==> config.mk <==
export PLATFORM = sky130hd
export DESIGN_NAME = rle_marker_stream_decoder
export DESIGN_NICKNAME = d
export VERILOG_FILES = /design/src/rmsd_pkg.sv /design/src/rmsd_queue.sv /design/src/rmsd_front.sv /design/src/rmsd_back.sv /design/src/rle_marker_stream_decoder.sv
export SDC_FILE = /design/constraint.sdc
export NUM_CORES = 1
export LEC_CHECK = 0
export BUFFER_PORTS_ARGS = -buffer_cell sky130_fd_sc_hd__buf_4
export CAP_MARGIN = 20
export CORE_MARGIN = 2
export CORE_UTILIZATION = 41
export DETAILED_ROUTE_END_ITERATION = 8
export PLACE_DENSITY = 0.62
export REMOVE_ABC_BUFFERS = 1
export SLEW_MARGIN = 40
export SYNTH_ARGS = -nofsm -noshare
export SYNTH_HDL_FRONTEND = slang
export SYNTH_HIERARCHICAL = 1
export SYNTH_SLANG_ARGS = --single-unit
==> constraint.sdc <==
create_clock -name clock -period 4.53 [get_ports clock]
set_clock_uncertainty 0.05 [all_clocks]
set_input_delay 0.453 -clock clock [delete_from_list [all_inputs] [get_ports clock]]
set_output_delay 0.453 -clock clock [all_outputs]
set_load 0.1 [all_outputs]
==> src/rmsd_pkg.sv <==
// Shared types and constants for the marker run-length stream decoder.
// Used by rmsd_front, rmsd_back and rle_marker_stream_decoder; depends on nothing.
`timescale 1ns / 1ps
`default_nettype none

package rmsd_pkg;

   localparam int IN_DEPTH_DEFAULT  = 4;
   localparam int OUT_DEPTH_DEFAULT = 2;

   localparam logic [7:0] LONG_FLAG = 8'h80;
   localparam logic [6:0] HIGH_MASK = 7'h7f;
   localparam logic [7:0] SHORT_MAX = 8'd2;

   // One stream byte with its frame flags and the count decode done up front.
   typedef struct packed {
      logic [7:0] data;
      logic       start;
      logic       last;
      logic       cnt_short;
      logic       cnt_long;
   } word_type;

   typedef struct packed {
      logic     valid;
      word_type word;
   } feed_type;

   typedef struct packed {
      logic [7:0]  symbol;
      logic [15:0] run_length;
      logic        stream_end;
      logic        status;
   } result_type;

   typedef enum logic [5:0] {
      PH_TAG     = 6'b000001,
      PH_MARKER  = 6'b000010,
      PH_DATA    = 6'b000100,
      PH_COUNT   = 6'b001000,
      PH_COUNTLO = 6'b010000,
      PH_SYMBOL  = 6'b100000
   } phase_type;

endpackage

`default_nettype wire

==> src/rmsd_queue.sv <==
// Small first-in first-out queue of WIDTH-bit words held in flip-flops.
// Self-contained; instantiated by rmsd_front and rmsd_back.
`timescale 1ns / 1ps
`default_nettype none

module rmsd_queue #(
   parameter int WIDTH = 8,
   parameter int DEPTH = 4
) (
   input  wire logic             clock,
   input  wire logic             reset,
   input  wire logic             push,
   input  wire logic [WIDTH-1:0] wr_data,
   output logic                  full,
   input  wire logic             pop,
   output logic [WIDTH-1:0]      rd_data,
   output logic                  empty
);

   localparam int PtrW = (DEPTH > 1) ? $clog2(DEPTH) : 1;
   localparam int CntW = $clog2(DEPTH + 1);

   logic [WIDTH-1:0] mem_ff [DEPTH];
   logic [PtrW-1:0]  wr_ptr_ff, wr_ptr_in;
   logic [PtrW-1:0]  rd_ptr_ff, rd_ptr_in;
   logic [CntW-1:0]  count_ff, count_in;
   logic             do_push, do_pop;

   assign full    = (count_ff == CntW'(DEPTH));
   assign empty   = (count_ff == '0);
   assign do_push = push && !full;
   assign do_pop  = pop && !empty;
   assign rd_data = mem_ff[rd_ptr_ff];

   always_comb begin
      wr_ptr_in = wr_ptr_ff;
      rd_ptr_in = rd_ptr_ff;
      count_in  = count_ff;
      if (do_push) begin
         wr_ptr_in = (wr_ptr_ff == PtrW'(DEPTH - 1)) ? '0 : wr_ptr_ff + 1'b1;
      end
      if (do_pop) begin
         rd_ptr_in = (rd_ptr_ff == PtrW'(DEPTH - 1)) ? '0 : rd_ptr_ff + 1'b1;
      end
      if (do_push && !do_pop) begin
         count_in = count_ff + 1'b1;
      end else if (do_pop && !do_push) begin
         count_in = count_ff - 1'b1;
      end
   end

   always_ff @(posedge clock) begin
      if (reset) begin
         wr_ptr_ff <= '0;
         rd_ptr_ff <= '0;
         count_ff  <= '0;
      end else begin
         wr_ptr_ff <= wr_ptr_in;
         rd_ptr_ff <= rd_ptr_in;
         count_ff  <= count_in;
      end
   end

   always_ff @(posedge clock) begin
      if (do_push) begin
         mem_ff[wr_ptr_ff] <= wr_data;
      end
   end

   a_count_bound: assert property (@(posedge clock) disable iff (reset)
      count_ff <= CntW'(DEPTH))
      else $error("queue count exceeds depth");

   a_push_full_holds: assert property (@(posedge clock) disable iff (reset)
      (full && !pop) |=> (count_ff == $past(count_ff)))
      else $error("queue count moved while full with no pop");

   a_pop_shrinks: assert property (@(posedge clock) disable iff (reset)
      (pop && !empty && !push) |=> (count_ff == $past(count_ff) - 1'b1))
      else $error("queue pop did not reduce the count");

endmodule

`default_nettype wire

==> src/rmsd_front.sv <==
// Front end: takes stream words, decodes the count byte forms and queues them.
// Depends on rmsd_pkg and rmsd_queue.
`timescale 1ns / 1ps
`default_nettype none

module rmsd_front #(
   parameter int DEPTH = rmsd_pkg::IN_DEPTH_DEFAULT
) (
   input  wire logic              clock,
   input  wire logic              reset,
   input  wire logic [7:0]        in_byte,
   input  wire logic              frame_start,
   input  wire logic              frame_last,
   input  wire logic              push,
   output logic                   full,
   output rmsd_pkg::feed_type     feed,
   input  wire logic              feed_pop
);

   import rmsd_pkg::*;

   word_type wr_word, rd_word;
   logic     q_empty;

   always_comb begin
      wr_word.data      = in_byte;
      wr_word.start     = frame_start;
      wr_word.last      = frame_last;
      wr_word.cnt_short = (in_byte <= SHORT_MAX);
      wr_word.cnt_long  = ((in_byte & LONG_FLAG) != 8'h00);
   end

   rmsd_queue #(
      .WIDTH ($bits(word_type)),
      .DEPTH (DEPTH)
   ) u_queue (
      .clock   (clock),
      .reset   (reset),
      .push    (push),
      .wr_data (wr_word),
      .full    (full),
      .pop     (feed_pop),
      .rd_data (rd_word),
      .empty   (q_empty)
   );

   assign feed.valid = !q_empty;
   assign feed.word  = rd_word;

endmodule

`default_nettype wire

==> src/rmsd_back.sv <==
// Back end: marker run-length parser and the result queue.
// Depends on rmsd_pkg and rmsd_queue.
`timescale 1ns / 1ps
`default_nettype none

module rmsd_back #(
   parameter int DEPTH = rmsd_pkg::OUT_DEPTH_DEFAULT
) (
   input  wire logic               clock,
   input  wire logic               reset,
   input  wire rmsd_pkg::feed_type feed,
   output logic                    feed_pop,
   output rmsd_pkg::result_type    result,
   output logic                    empty,
   input  wire logic               pop
);

   import rmsd_pkg::*;

   phase_type   phase_ff, phase_in, ph, next;
   logic [7:0]  marker_ff, marker_in;
   logic [14:0] pending_ff, pending_in;
   logic        have, take, out_full, res_push;
   logic [7:0]  sym;
   logic [15:0] len;
   result_type  res;
   word_type    w;

   assign w    = feed.word;
   assign take = feed.valid && !out_full;
   assign feed_pop = take;

   always_comb begin
      ph         = w.start ? PH_TAG : phase_ff;
      next       = ph;
      have       = 1'b0;
      sym        = 8'h00;
      len        = 16'h0000;
      marker_in  = marker_ff;
      pending_in = pending_ff;
      unique case (ph)
         PH_MARKER: begin
            marker_in = w.data;
            next      = PH_DATA;
         end
         PH_DATA: begin
            if (w.data == marker_ff) begin
               next = PH_COUNT;
            end else begin
               have = 1'b1;
               sym  = w.data;
               len  = 16'd1;
            end
         end
         PH_COUNT: begin
            if (w.cnt_short) begin
               have = 1'b1;
               sym  = marker_ff;
               len  = {8'h00, w.data} + 16'd1;
               next = PH_DATA;
            end else if (w.cnt_long) begin
               pending_in = {w.data[6:0] & HIGH_MASK, 8'h00};
               next       = PH_COUNTLO;
            end else begin
               pending_in = {7'h00, w.data};
               next       = PH_SYMBOL;
            end
         end
         PH_COUNTLO: begin
            pending_in = {pending_ff[14:8], w.data};
            next       = PH_SYMBOL;
         end
         PH_SYMBOL: begin
            have = 1'b1;
            sym  = w.data;
            len  = {1'b0, pending_ff} + 16'd1;
            next = PH_DATA;
         end
         default: begin
            // The tag byte is skipped; the marker definition follows.
            next = PH_MARKER;
         end
      endcase
      phase_in = w.last ? PH_TAG : next;
   end

   // A last word always yields a result; without a finished token it is
   // status-only, flagged as truncated unless the parser sits between tokens.
   always_comb begin
      res_push = take && (have || w.last);
      if (have) begin
         res.symbol     = sym;
         res.run_length = len;
         res.stream_end = w.last;
         res.status     = 1'b0;
      end else begin
         res.symbol     = 8'h00;
         res.run_length = 16'h0000;
         res.stream_end = 1'b1;
         res.status     = (next != PH_DATA);
      end
   end

   always_ff @(posedge clock) begin
      if (reset) begin
         phase_ff   <= PH_TAG;
         marker_ff  <= 8'h00;
         pending_ff <= 15'h0000;
      end else if (take) begin
         phase_ff   <= phase_in;
         marker_ff  <= marker_in;
         pending_ff <= pending_in;
      end
   end

   rmsd_queue #(
      .WIDTH ($bits(result_type)),
      .DEPTH (DEPTH)
   ) u_queue (
      .clock   (clock),
      .reset   (reset),
      .push    (res_push),
      .wr_data (res),
      .full    (out_full),
      .pop     (pop),
      .rd_data (result),
      .empty   (empty)
   );

   a_last_resets_phase: assert property (@(posedge clock) disable iff (reset)
      (take && w.last) |=> (phase_ff == PH_TAG))
      else $error("parser did not return to the tag phase after a last word");

   a_last_gives_result: assert property (@(posedge clock) disable iff (reset)
      (take && w.last) |-> (res_push && res.stream_end))
      else $error("last word produced no end-of-stream result");

   a_truncated_no_data: assert property (@(posedge clock) disable iff (reset)
      (res_push && res.status) |-> (res.run_length == 16'h0000 && res.stream_end))
      else $error("truncation status on a result that carries data");

   a_no_pop_when_stuck: assert property (@(posedge clock) disable iff (reset)
      (feed.valid && out_full) |=> (phase_ff == $past(phase_ff)))
      else $error("parser advanced while the result queue was full");

endmodule

`default_nettype wire

==> src/rle_marker_stream_decoder.sv <==
// Marker run-length stream decoder: one compressed word in, at most one
// (symbol, run length) result out. Depends on rmsd_pkg, rmsd_front, rmsd_back.
//
// Usage:
//   Input side is a queue write port: present req_in_byte, req_frame_start and
//   req_frame_last with push; the word is taken on a clock edge where push is
//   high and full is low. Result side is a queue read port: while empty is low
//   the oldest result is on rsp_symbol, rsp_run_length, rsp_stream_end and
//   rsp_status, and pop takes it.
//   A word that finishes a token is held in the input queue, then the parser
//   writes its result into the result queue, where pop can take it.
//   Throughput: one word per cycle while the result queue is not full, bounded
//   by the single parser phase register, which advances once per word.
//   A stalled receiver fills the result queue (OutDepth words); the parser
//   then holds, the input queue fills (InDepth words) and full rises. No word
//   or result is dropped.
//   Reset (synchronous, active high) empties both queues and puts the parser
//   in the tag phase with marker and count cleared.
`timescale 1ns / 1ps
`default_nettype none

module rle_marker_stream_decoder #(
   parameter int InDepth  = rmsd_pkg::IN_DEPTH_DEFAULT,
   parameter int OutDepth = rmsd_pkg::OUT_DEPTH_DEFAULT
) (
   input  wire logic        clock,
   input  wire logic        reset,
   input  wire logic [7:0]  req_in_byte,
   input  wire logic        req_frame_start,
   input  wire logic        req_frame_last,
   input  wire logic        push,
   output logic             full,
   output logic [7:0]       rsp_symbol,
   output logic [15:0]      rsp_run_length,
   output logic             rsp_stream_end,
   output logic             rsp_status,
   output logic             empty,
   input  wire logic        pop
);

   import rmsd_pkg::*;

   feed_type   feed;
   logic       feed_pop;
   result_type result;

   rmsd_front #(
      .DEPTH (InDepth)
   ) u_front (
      .clock       (clock),
      .reset       (reset),
      .in_byte     (req_in_byte),
      .frame_start (req_frame_start),
      .frame_last  (req_frame_last),
      .push        (push),
      .full        (full),
      .feed        (feed),
      .feed_pop    (feed_pop)
   );

   rmsd_back #(
      .DEPTH (OutDepth)
   ) u_back (
      .clock    (clock),
      .reset    (reset),
      .feed     (feed),
      .feed_pop (feed_pop),
      .result   (result),
      .empty    (empty),
      .pop      (pop)
   );

   assign rsp_symbol     = result.symbol;
   assign rsp_run_length = result.run_length;
   assign rsp_stream_end = result.stream_end;
   assign rsp_status     = result.status;

endmodule

`default_nettype wire

==> results of run 1 <==
==> synthesized netlist by cell type, drive strengths merged, types with 3 or more instances <==
cell type | count | share of area [%]
ha | 9 | 1.8
inv | 21 | 1.2
nand4 | 7 | 0.68
mux4 | 12 | 4.2
or3 | 7 | 0.70
a22oi | 9 | 1.1
nor3 | 8 | 0.62
o21ai | 21 | 1.7
o32ai | 8 | 1.2
xor2 | 13 | 1.8
mux2 | 26 | 4.6
and3 | 10 | 1.1
nand3 | 23 | 1.8
mux2i | 18 | 2.8
o31ai | 3 | 0.72
xnor2 | 17 | 2.3
buf | 12 | 1.2
and4 | 3 | 0.41
nor4 | 4 | 0.72
nand2 | 25 | 1.5
nor2 | 26 | 1.6
clkbuf | 15 | 0.88
a21oi | 13 | 1.0
nand2b | 4 | 0.43
clkinv | 3 | 0.25
edfxtp | 100 | 47
o22ai | 6 | 0.58
dfxtp | 43 | 13
==> metrics by stage <==
stage	total power [mW]	std cells	util, %	worst slack, ns	area (µm²)
floorplan	3.37	461	-	0.397	6290
global placement	3.76	718	45.2	1.07	6900
detailed placement	3.80	718	45.2	0.946	6900
CTS	5.35	750	49.7	0.935	7590
global route	5.53	750	49.8	0.752	7590
finish	5.30	750	49.8	1.03	7590
==> logic make-up (layout without fill, tap and decap cells) <==
| group | count (synthesis) | in the layout | share of synthesized area, % |
|---|---|---|---|
| AO/OA/AOI/OAI | 70 | 70 | 7.73 |
| XOR/XNOR | 30 | 30 | 4.09 |
| adder cells (fa/ha/maj) | 10 | 10 | 2.06 |
| buffers and inverters | 51 | 102 | 3.58 |
| flip-flops | 143 | 143 | 60.1 |
| multiplexers | 56 | 56 | 11.6 |
| AND/OR/NAND/NOR | 128 | 128 | 10.9 |
==> worst max-delay path by stage <==
stage / startpoint / end / slack [ns] / cells after the start
after floorplan: flop / u_back/u_queue/mem_ff[0][0] / 0.40 / 8
after global placement: flop / u_back/u_queue/mem_ff[0][22] / 1.07 / 11
after detailed placement: flop / u_back/u_queue/mem_ff[0][20] / 0.95 / 10
after CTS: flop / u_back/u_queue/mem_ff[0][2] / 0.93 / 10
after global routing: flop / u_back/u_queue/mem_ff[0][22] / 0.75 / 11
final: flop / u_back/u_queue/mem_ff[0][2] / 1.03 / 11
==> area by class of cell <==
cell class / instances / area share, %
multi-input combinational: 294 / 30.8
sequential: 143 / 50.9
inverter: 24 / 1.25
clock buffer: 25 / 7.51
timing repair buffer: 46 / 4.55
clock inverter: 7 / 1.48
tap: 211 / 3.48
==> worst max-delay path, cell delays in order, from the launching register on <==
cell	delay, ns
dfxtp_1	0.31
buf_4	0.25
mux4_2	0.57
or3_1	0.50
nor3_1	0.23
o21ai_0	0.10
buf_4	0.18
a21oi_1	0.14
inv_1	0.08
or3_1	0.36
inv_1	0.06
buf_4	0.32
==> sequential cells by signal, summed over array words and instances, names as in the netlist, named ones only <==
name / count
u_back/u_queue/rd_ptr_ff: 1
u_back/u_queue/mem_ff: 52
u_back/u_queue/count_ff: 2
u_front/u_queue/rd_ptr_ff: 2
u_back/phase_ff: 6
u_front/u_queue/mem_ff: 48
u_back/marker_ff: 8
u_front/u_queue/wr_ptr_ff: 2
u_back/pending_ff: 15
u_back/u_queue/wr_ptr_ff: 1
u_front/u_queue/count_ff: 3
==> per-layer routing <==
| layer | vias up | global-route usage (%) | routed length [µm] |
|---|---|---|---|
| met3 | 6 | 4.29 | 401 |
| met2 | 65 | 24.3 | 5690 |
| met1 | 1886 | 18.7 | 5470 |
| met5 | - | 0 | 0 |
| met4 | 0 | 6.78 | 90 |
| li1 | 1914 | - | - |
==> cell usage in the layout (no fill, tap or decap), types with 13 or more instances in the layout <==
| cell type | n |
|---|---|
| edfxtp_1 | 100 |
| buf_4 | 46 |
| dfxtp_1 | 42 |
| mux2_2 | 26 |
| nor2_1 | 25 |
| nand2_1 | 25 |
| nand3_1 | 23 |
| clkbuf_16 | 21 |
| inv_1 | 21 |
| o21ai_0 | 19 |
| mux2i_1 | 18 |
| xnor2_1 | 17 |
| a21oi_1 | 13 |
| xor2_1 | 13 |
==> power groups by stage <==
stage	Clock [mW]	Combinational, mW	Sequential [mW]
after floorplan	0	1.60	1.76
after global placement	0	2.00	1.77
after detailed placement	0	2.02	1.78
final	1.53	2.02	1.75
after global routing	1.63	2.13	1.77
after CTS	1.57	2.03	1.75
==> summary.txt, run 1 <==
STA
  • RSZ-0062 raised after global routing: no
  • Worst slew pin tran: 0.683 ns
  • Fin crit period: around 3.5 ns
  • Fmax: 285 MHz
  • Final Hold Violating Endpoints: 0
  • Setup violation total in the final timing report: 0
  • Max-slew violation count: 0
  • Crit share post-route: ~77%
  • Setup TNS: 0 ns
  • Worst hold slack: 0.186 ns
  • Max transition margin: approximately 54%

Clock tree
  • CTS buffer count: 17
  • TritonCTS clock tree: yes
  • Htree depth: 4
  • Clock slew at reported path FFs: roughly 0.06 ns
  • CTS Root Cell: clkbuf_16
  • Hold-fix buffer count after cts: 0
  • PostCTS Resize Cnt: 0
  • Sink Count: between 100 and 150
  • Max Root-Sink Buffers: 2
  • Clock Latency Late Sink: between 0.4 and 0.5 ns
  • # Post-CTS Setup Buffers: 0

Logic synthesis
  • Post-synthesis cell type count: 62
  • Avg Inst Size Synth: ~13 µm²
  • Post-synthesis cell area: about 0.0064 mm²
  • YS warnings: 6
  • Sequential-to-total area share from yosys stat: about three fifths
  • Post-synth ARST share: 0%
  • Post-synth EDFFs: 100
  • Post-synth top flop: edfxtp_1
  • Post-Synthesis Cells: about 490
  • FF+latch count, synth: 143

Final layout
  • Synth-to-layout area growth: 18.1%
  • Fillers: 1328
  • Ant diodes: 0
  • Fraction of layout cells with a size suffix above 1: 25.6%
  • Reg area: just under 0.004 mm²
  • Multi-input logic area: between 0.002 and 0.0025 mm²
  • Nets: between 500 and 600

Global routing
  • Vias in the first global route: 3857
  • Largest net degree at the start of global routing: 34
  • Grt ovf: 0
  • Total GRT Usage: ~15%
  • Antenna violations before repair: 0
  • First-pass GRT wire length: roughly 19000 µm

Pwr
  • Worst vdd ir: ~0.39 mV
  • Comb power frac: between 30% and 40%
  • Clock power frac: ~29%
  • Sequential share of power: between 30 and 40%
  • Sw frac: between 30% and 40%
  • Internal: 3.24 mW
  • Pwr/cell area: between 600 and 700 mW/mm²
  • Psw: 2.06 mW
  • Pleak: approximately 2.7 nW

Floorplanning
  • Die Ht: 129 µm
  • Core area: between 0.015 and 0.02 mm²
  • Number of I/O pins: 42
  • Die area: between 0.015 and 0.02 mm²
  • Die width: between 100 and 150 µm
  • Initial Util: about 42%
  • Site Rows: 45

Place
  • IO Port Bufs: 41
  • Gpl congestion: approximately 0.83
  • Post-DP HPWL: 8060 µm

Flow run
  • MaxCap Viol Count: 0

Routing
  • Vias per cell: a little over 5
  • Vias post-DR: just under 4000
  • WL/cell: 15.5 µm
  • ANT nets after route: 0
  • Drt pass-1 iters: 7
  • Routed WL: ~12000 µm
  • Initial DRC count: ~220
  • Post-route DRC: 0

Worst setup path
  • CP Class: flop to flop
  • FF-to-FF End: u_back/u_queue/mem_ff[0][2]
  • Worst EP arrival: ~3.5 ns
  • Worst Path Required: ~4.6 ns
  • Setup crit end kind: flop
  • Worst setup SP type: flop
  • R2R setup slack: slightly above 1 ns
  • CP Max Fanout: 26
  • R2R cell count: 11

Worst hold path
  • Hold path depth: 1
  • Worst Hold Class: primary input to flop
  • Hold path startpoint: req_frame_last
  • Hold worst-path end: u_front/u_queue/mem_ff[2][2]

Status
  • Status: finished clean
Note: power is estimated with default switching activity, not from simulation.
==> run 2, diff against run 1 <==
--- a/config.mk
+++ b/config.mk
@@ -10,7 +10,7 @@
 export CORE_MARGIN = 2
 export CORE_UTILIZATION = 41
 export DETAILED_ROUTE_END_ITERATION = 8
-export PLACE_DENSITY = 0.62
+export PLACE_DENSITY = 0.64
 export REMOVE_ABC_BUFFERS = 1
 export SLEW_MARGIN = 40
 export SYNTH_ARGS = -nofsm -noshare
==> constraint.sdc (replaced) <==
create_clock -name clock -period 3.2 [get_ports clock]
set_clock_uncertainty 0.05 [all_clocks]
set_input_delay 0.32 -clock clock [delete_from_list [all_inputs] [get_ports clock]]
set_output_delay 0.32 -clock clock [all_outputs]
set_load 0.1 [all_outputs]
==> run 2 against run 1 <==
Compared with the run above: critical path depth unchanged; power increased by 36%; sequential share of layout area increased by 0.22 points; core utilization decreased by 0.23 points; first-iteration DRC count increased by 26%; sequential cell count unchanged; cell area decreased by 0.46%; fmax increased by 17%; largest power group unchanged.
==> summary.txt, run 2 (synthesized netlist as in run 1, its figures left out) <==
Status
  • Status: finished clean (unchanged)

Final layout
  • Most common cell after layout, fill and taps aside: edfxtp_1 (unchanged)
  • Layout Utilization: 49.5% (was 49.8%)
  • Fraction of layout cells with a size suffix above 1: 26.4% (was 25.6%)
  • Fillers: 1305 (was 1328)
  • Commonest non-fill, non-tap cells in the layout: 100 x edfxtp_1, 59 x buf_4, 43 x dfxtp_1, 26 x mux2_2 (was 100 x edfxtp_1, 46 x buf_4, 42 x dfxtp_1, 26 x mux2_2)
  • Largest regs: u_back/u_queue/mem_ff (52), u_front/u_queue/mem_ff (48), u_back/pending_ff (15) (unchanged)
  • Synth-to-layout area growth: 17.6% (was 18.1%)
  • Nets: 565 (was 550)
  • Ant diodes: 0 (unchanged)
  • Max reg flops: 52 (unchanged)
  • Reg area: 0.00386 mm² (about the same)
  • Largest Register: u_back/u_queue/mem_ff (unchanged)
  • Multi-input logic area: 0.00233 mm² (was 0.00234 mm²)

Global routing
  • Antenna violations before repair: 0 (unchanged)
  • Largest net degree at the start of global routing: 34 (unchanged)
  • Grt ovf: 0 (unchanged)
  • Vias in the first global route: 4022 (was 3857)
  • Global route hottest layer: met2 (unchanged)
  • Met1 Usage GRT: 20.3% (was 18.7%)
  • Met3 Resource Use GR: 4.71% (was 4.29%)
  • First-pass GRT wire length: 20400 µm (was 19100 µm)
  • Total GRT Usage: 16.0% (was 15.0%)
  • Met2 demand-to-capacity share in global routing: 25.5% (was 24.3%)

Worst setup path
  • Worst path bufs/invs: 2 (was 5)
  • Setup crit end kind: flop (unchanged)
  • Worst path top cell family by delay: multiplexers (was simple AND/OR/NAND/NOR gates)
  • R2R cell count: 11 (unchanged)
  • Slowest cell on crit path: mux4_2 (unchanged)
  • Worst EP arrival: 3.29 ns (was 3.54 ns)
  • CP Class: flop to flop (unchanged)
  • Worst setup SP type: flop (unchanged)
  • Max stage delay on crit path: 0.62 ns (was 0.57 ns)
  • Worst Path Required: 3.49 ns (was 4.57 ns)
  • Worst path depth: 11 (unchanged)
  • CP Max Fanout: 9 (was 26)
  • CP dominant cell by count: a21oi_1 (was buf_4)
  • Critical-path cell list: buf_4 > mux4_2 > xnor2_1 > nand4_1 > o21ai_0 > a21oi_1 > inv_1 > nor2_1 > ha_1 > or3_1 > a21oi_1 (was buf_4 > mux4_2 > or3_1 > nor3_1 > o21ai_0 > buf_4 > a21oi_1 > inv_1 > or3_1 > inv_1 > buf_4)

STA
  • Final Hold Violating Endpoints: 0 (unchanged)
  • Worst slew pin tran: 0.600 ns (was 0.683 ns)
  • RSZ-0062 raised after global routing: no (unchanged)
  • Max-slew violation count: 0 (unchanged)
  • Fmax: 334 MHz (was 285 MHz)
  • Setup violation total in the final timing report: 0 (unchanged)
  • Crit share post-route: 93.5% (was 77.4%)
  • Max transition margin: 60.0% (was 54.2%)
  • Fin crit period: 2.99 ns (was 3.50 ns)
  • Worst hold slack: 0.0605 ns (was 0.186 ns)

Floorplanning
  • Initial Util: 42.1% (unchanged)
  • Die Ht: 129 µm (unchanged)
  • Die width: 129 µm (unchanged)
  • Site Rows: 45 (unchanged)
  • Core area: 0.0153 mm² (unchanged)
  • Die area: 0.0167 mm² (unchanged)
  • Number of I/O pins: 42 (unchanged)

Pwr
  • Clock power frac: 24.1% (was 29.0%)
  • Pwr/cell area: 956 mW/mm² (was 698 mW/mm²)
  • Sw frac: 40.9% (was 38.9%)
  • Worst vdd ir: 0.558 mV (was 0.391 mV)
  • Pleak: 2.70 nW (was 2.69 nW)
  • Sequential share of power: 33.6% (was 33.0%)
  • Internal: 4.27 mW (was 3.24 mW)
  • Psw: 2.95 mW (was 2.06 mW)
  • Comb power frac: 42.3% (was 38.1%)

Flow run
  • MaxCap Viol Count: 0 (unchanged)

Place
  • Post-DP HPWL: 8530 µm (was 8060 µm)
  • Gpl congestion: 0.850 (was 0.834)
  • IO Port Bufs: 41 (unchanged)

Routing
  • Vias per cell: 5.27 (was 5.16)
  • Routed WL: 12500 µm (was 11700 µm)
  • Drt pass-1 iters: 4 (was 7)
  • Initial DRC count: 277 (was 219)
  • WL/cell: 16.4 µm (was 15.5 µm)
  • Post-route DRC: 0 (unchanged)
  • ANT nets after route: 0 (unchanged)
  • Vias post-DR: 4028 (was 3871)

Clock tree
  • Clock slew at reported path FFs: 0.06 ns (about the same)
  • TritonCTS clock tree: yes (unchanged)
  • Hold-fix buffer count after cts: 0 (unchanged)
  • Htree depth: 4 (unchanged)
  • Clock Latency Late Sink: 0.41 ns (was 0.42 ns)
  • CTS buffer count: 17 (unchanged)
  • # Post-CTS Setup Buffers: 0 (unchanged)
  • CTS Root Cell: clkbuf_16 (unchanged)
  • Sink Count: 143 (unchanged)
  • Max Root-Sink Buffers: 2 (unchanged)
  • PostCTS Resize Cnt: 0 (unchanged)

Worst hold path
  • Hold path depth: 1 (unchanged)
  • Hold path startpoint: req_frame_last (unchanged)
  • Worst Hold Class: primary input to flop (unchanged)
## run 2: stage by stage
step | cells | power (mW) | cell area (µm²) | worst slack, ns | TNS, ns
detailed placement | 733 | 5.53 | 7040 | 0.193 | 0
global placement | 733 | 5.46 | 7040 | 0.274 | 0
floorplan | 461 | 4.76 | 6290 | -0.933 | -47.64
CTS | 765 | 7.29 | 7560 | 0.182 | 0
global route | 765 | 7.56 | 7560 | 0.0333 | 0
finish | 765 | 7.22 | 7560 | 0.208 | 0
## run 2: path summary, 6_finish.rpt
| check | end | slack (ns) |
|---|---|---|
| max | u_back/u_queue/count_ff[1] | 0.21 |
| min reg2reg | u_back/pending_ff[1] | 0.43 |
| min | u_front/u_queue/mem_ff[1][2] | 0.06 |
| max reg2reg | u_back/u_queue/count_ff[1] | 0.21 |
## run 2: area by class of cell
type                    count  share of cell area [%]
clock inverters             9                   0.927
multi-input cells         294                    30.9
clock buffers              23                    5.93
flip-flops and latches    143                    51.1
repair buffers             61                    6.39
well taps                 211                    3.49
inverters                  24                    1.26
## run 2: routing by layer
layer	routed length (µm)	vias up
li1	-	1948
met1	5480	1960
met2	6310	110
met3	574	10
met4	152	0
met5	0	-
## run 2: power by group through the flow
stage / combinational [mW] / sequential, mW / clock [mW]
final: 3.05 / 2.43 / 1.74
after detailed placement: 3.06 / 2.47 / 0
after global placement: 3.01 / 2.45 / 0
after floorplan: 2.27 / 2.50 / 0
after global routing: 3.23 / 2.46 / 1.86
after CTS: 3.07 / 2.43 / 1.78
==> run 3, diff against run 2 <==
--- a/config.mk
+++ b/config.mk
@@ -10,6 +10,7 @@
 export CORE_MARGIN = 2
 export CORE_UTILIZATION = 41
 export DETAILED_ROUTE_END_ITERATION = 8
+export GPL_TIMING_DRIVEN = 0
 export PLACE_DENSITY = 0.64
 export REMOVE_ABC_BUFFERS = 1
 export SLEW_MARGIN = 40
==> run 3 against run 2 <==
Compared with the run above: power decreased by 0.27%; setup slack got worse by 0.091 ns; critical path depth decreased by 2; core utilization decreased by 0.057 points; cell area decreased by 0.12%; sequential cell count unchanged; fmax decreased by 2.9%; sequential share of layout area increased by 0.14 points; hold slack got worse by 0.0096 ns; global-route usage decreased by 0.18 points; combinational power decreased by 1%; critical path type unchanged; largest cell class unchanged; highest routed layer unchanged.
==> summary.txt, run 3 (synthesized netlist as in run 1, its figures left out) <==
Status
  • Status: finished clean (unchanged)

STA
  • Max transition margin: 52.8% (was 60.0%)
  • Fin crit period: 3.08 ns (was 2.99 ns)
  • Worst slew pin tran: 0.704 ns (was 0.600 ns)
  • Max-slew violation count: 0 (unchanged)
  • Setup TNS: 0 ns (unchanged)
  • Fmax: 324 MHz (was 334 MHz)
  • Final WS setup: 0.117 ns (was 0.208 ns)
  • Worst hold slack: 0.0509 ns (was 0.0605 ns)
  • Setup violation total in the final timing report: 0 (unchanged)
  • Final Hold Violating Endpoints: 0 (unchanged)
  • Crit share post-route: 96.3% (was 93.5%)

Routing
  • Met1 WL: 5580 µm (was 5480 µm)
  • WL/cell: 16.3 µm (was 16.4 µm)
  • Met3 WL post-DR: 526 µm (was 574 µm)
  • Routed WL: 12300 µm (was 12500 µm)
  • Drt pass-1 iters: 5 (was 4)
  • Met2 routed WL: 6080 µm (was 6310 µm)
  • DR top layer: met4 (unchanged)
  • Post-route DRC: 0 (unchanged)
  • Vias per cell: 5.32 (was 5.27)
  • Vias post-DR: 4012 (was 4028)
  • Initial DRC count: 184 (was 277)
  • ANT nets after route: 0 (unchanged)

Floorplanning
  • Die Ht: 129 µm (unchanged)
  • Number of I/O pins: 42 (unchanged)
  • Core area: 0.0153 mm² (unchanged)
  • Die area: 0.0167 mm² (unchanged)
  • Initial Util: 42.1% (unchanged)
  • Site Rows: 45 (unchanged)
  • Die width: 129 µm (unchanged)

Clock tree
  • Htree depth: 4 (unchanged)
  • Clock Latency Late Sink: 0.42 ns (was 0.41 ns)
  • CTS Root Cell: clkbuf_16 (unchanged)
  • Clock slew at reported path FFs: 0.05 ns (was 0.06 ns)
  • CTS buffer count: 17 (unchanged)
  • TritonCTS clock tree: yes (unchanged)
  • Max Root-Sink Buffers: 2 (unchanged)
  • Sink Count: 143 (unchanged)

Worst setup path
  • Setup crit end kind: flop (unchanged)
  • Worst path top cell family by delay: simple AND/OR/NAND/NOR gates (was multiplexers)
  • R2R cell count: 9 (was 11)
  • Critical-path cell list: buf_4 > mux4_2 > or3_4 > nor3_4 > o21ai_4 > a21oi_1 > inv_1 > or3_1 > bufinv_16 (was buf_4 > mux4_2 > xnor2_1 > nand4_1 > o21ai_0 > a21oi_1 > inv_1 > nor2_1 > ha_1 > or3_1 > a21oi_1)
  • CP Max Fanout: 26 (was 9)
  • Worst setup SP type: flop (unchanged)
  • Worst Path Required: 3.27 ns (was 3.49 ns)
  • Max stage delay on crit path: 0.56 ns (was 0.62 ns)
  • Slowest cell on crit path: mux4_2 (unchanged)
  • Worst path bufs/invs: 3 (was 2)
  • Worst path depth: 9 (was 11)
  • CP Class: flop to flop (unchanged)
  • Worst EP arrival: 3.15 ns (was 3.29 ns)

Global routing
  • Largest net degree at the start of global routing: 34 (unchanged)
  • First-pass GRT wire length: 20300 µm (was 20400 µm)
  • Grt ovf: 0 (unchanged)
  • Vias in the first global route: 4004 (was 4022)
  • Total GRT Usage: 15.8% (was 16.0%)
  • Antenna violations before repair: 0 (unchanged)

Final layout
  • Nets: 554 (was 565)
  • Final instance area: 0.00755 mm² (was 0.00756 mm²)
  • Fraction of layout cells with a size suffix above 1: 27.1% (was 26.4%)
  • Ant diodes: 0 (unchanged)
  • Largest regs: u_back/u_queue/mem_ff (52), u_front/u_queue/mem_ff (48), u_back/pending_ff (15) (unchanged)
  • Largest Register: u_back/u_queue/mem_ff (unchanged)
  • Most common cell after layout, fill and taps aside: edfxtp_1 (unchanged)
  • Commonest non-fill, non-tap cells in the layout: 100 x edfxtp_1, 49 x buf_4, 40 x dfxtp_1, 26 x mux2_2 (was 100 x edfxtp_1, 59 x buf_4, 43 x dfxtp_1, 26 x mux2_2)
  • Multi-input logic area: 0.00239 mm² (was 0.00233 mm²)
  • Reg area: 0.00387 mm² (was 0.00386 mm²)
  • Synth-to-layout area growth: 17.4% (was 17.6%)
  • Max reg flops: 52 (unchanged)
  • Final Non-Filler Cells: 754 (was 765)
  • Layout Utilization: 49.5% (about the same)
  • Fillers: 1321 (was 1305)

Place
  • Post-Place Worst Slack: -0.955 ns (was 0.193 ns)
  • Gpl congestion: 0.838 (was 0.850)
  • IO Port Bufs: 41 (unchanged)
  • # placed instances: 713 (was 733)
  • DP Area: 0.00688 mm² (was 0.00704 mm²)
  • Post-DP HPWL: 8100 µm (was 8530 µm)

Worst hold path
  • Hold path depth: 1 (unchanged)
  • Worst Hold Class: primary input to flop (unchanged)

Pwr
  • Pleak: 2.66 nW (was 2.70 nW)
  • Tot Pwr: 7.20 mW (was 7.22 mW)
  • Worst vdd ir: 0.454 mV (was 0.558 mV)
  • Pwr/cell area: 954 mW/mm² (was 956 mW/mm²)

Flow run
  • MaxCap Viol Count: 0 (unchanged)
[run 3: area by class of cell]
cell class | count | area share (%)
Timing Repair Buffer | 50 | 5.14
Clock inverter | 8 | 0.530
Multi-Input combinational cell | 294 | 31.7
Inverter | 24 | 1.61
Sequential cell | 143 | 51.3
Clock buffer | 24 | 6.25
Tap cell | 211 | 3.50
[run 3: per-layer routing]
layer	global-route usage [%]	up-vias
met5	0	-
met4	6.27	0
met3	4.13	7
met2	26.1	90
met1	20.1	1994
li1	-	1921
[run 3: report_power, final]
group          internal (mW)  switching, mW  leakage (nW)  total (mW)
clock network           1.02          0.687         0.261        1.70
registers               2.32          0.172          1.26        2.49
logic                  0.896           2.11          1.15        3.01
[run 3: repair_timing]
item | CTS | global route
gates resized for setup | 13 | 4
pin swaps | 2 | 1
setup buffers | 7 | 2
hold buffers | 0 | 0
setup endpoints to repair | 57 | 54
[run 3: path summary, 6_finish.rpt]
path,startpoint,end,slack (ns)
setup / recovery,flop,u_back/u_queue/mem_ff[0][6],0.12
hold / removal,req_frame_last,u_front/u_queue/mem_ff[2][2],0.05
setup reg to reg,flop,u_back/u_queue/mem_ff[0][6],0.12
hold reg to reg,u_back/pending_ff[1],u_back/pending_ff[1],0.43
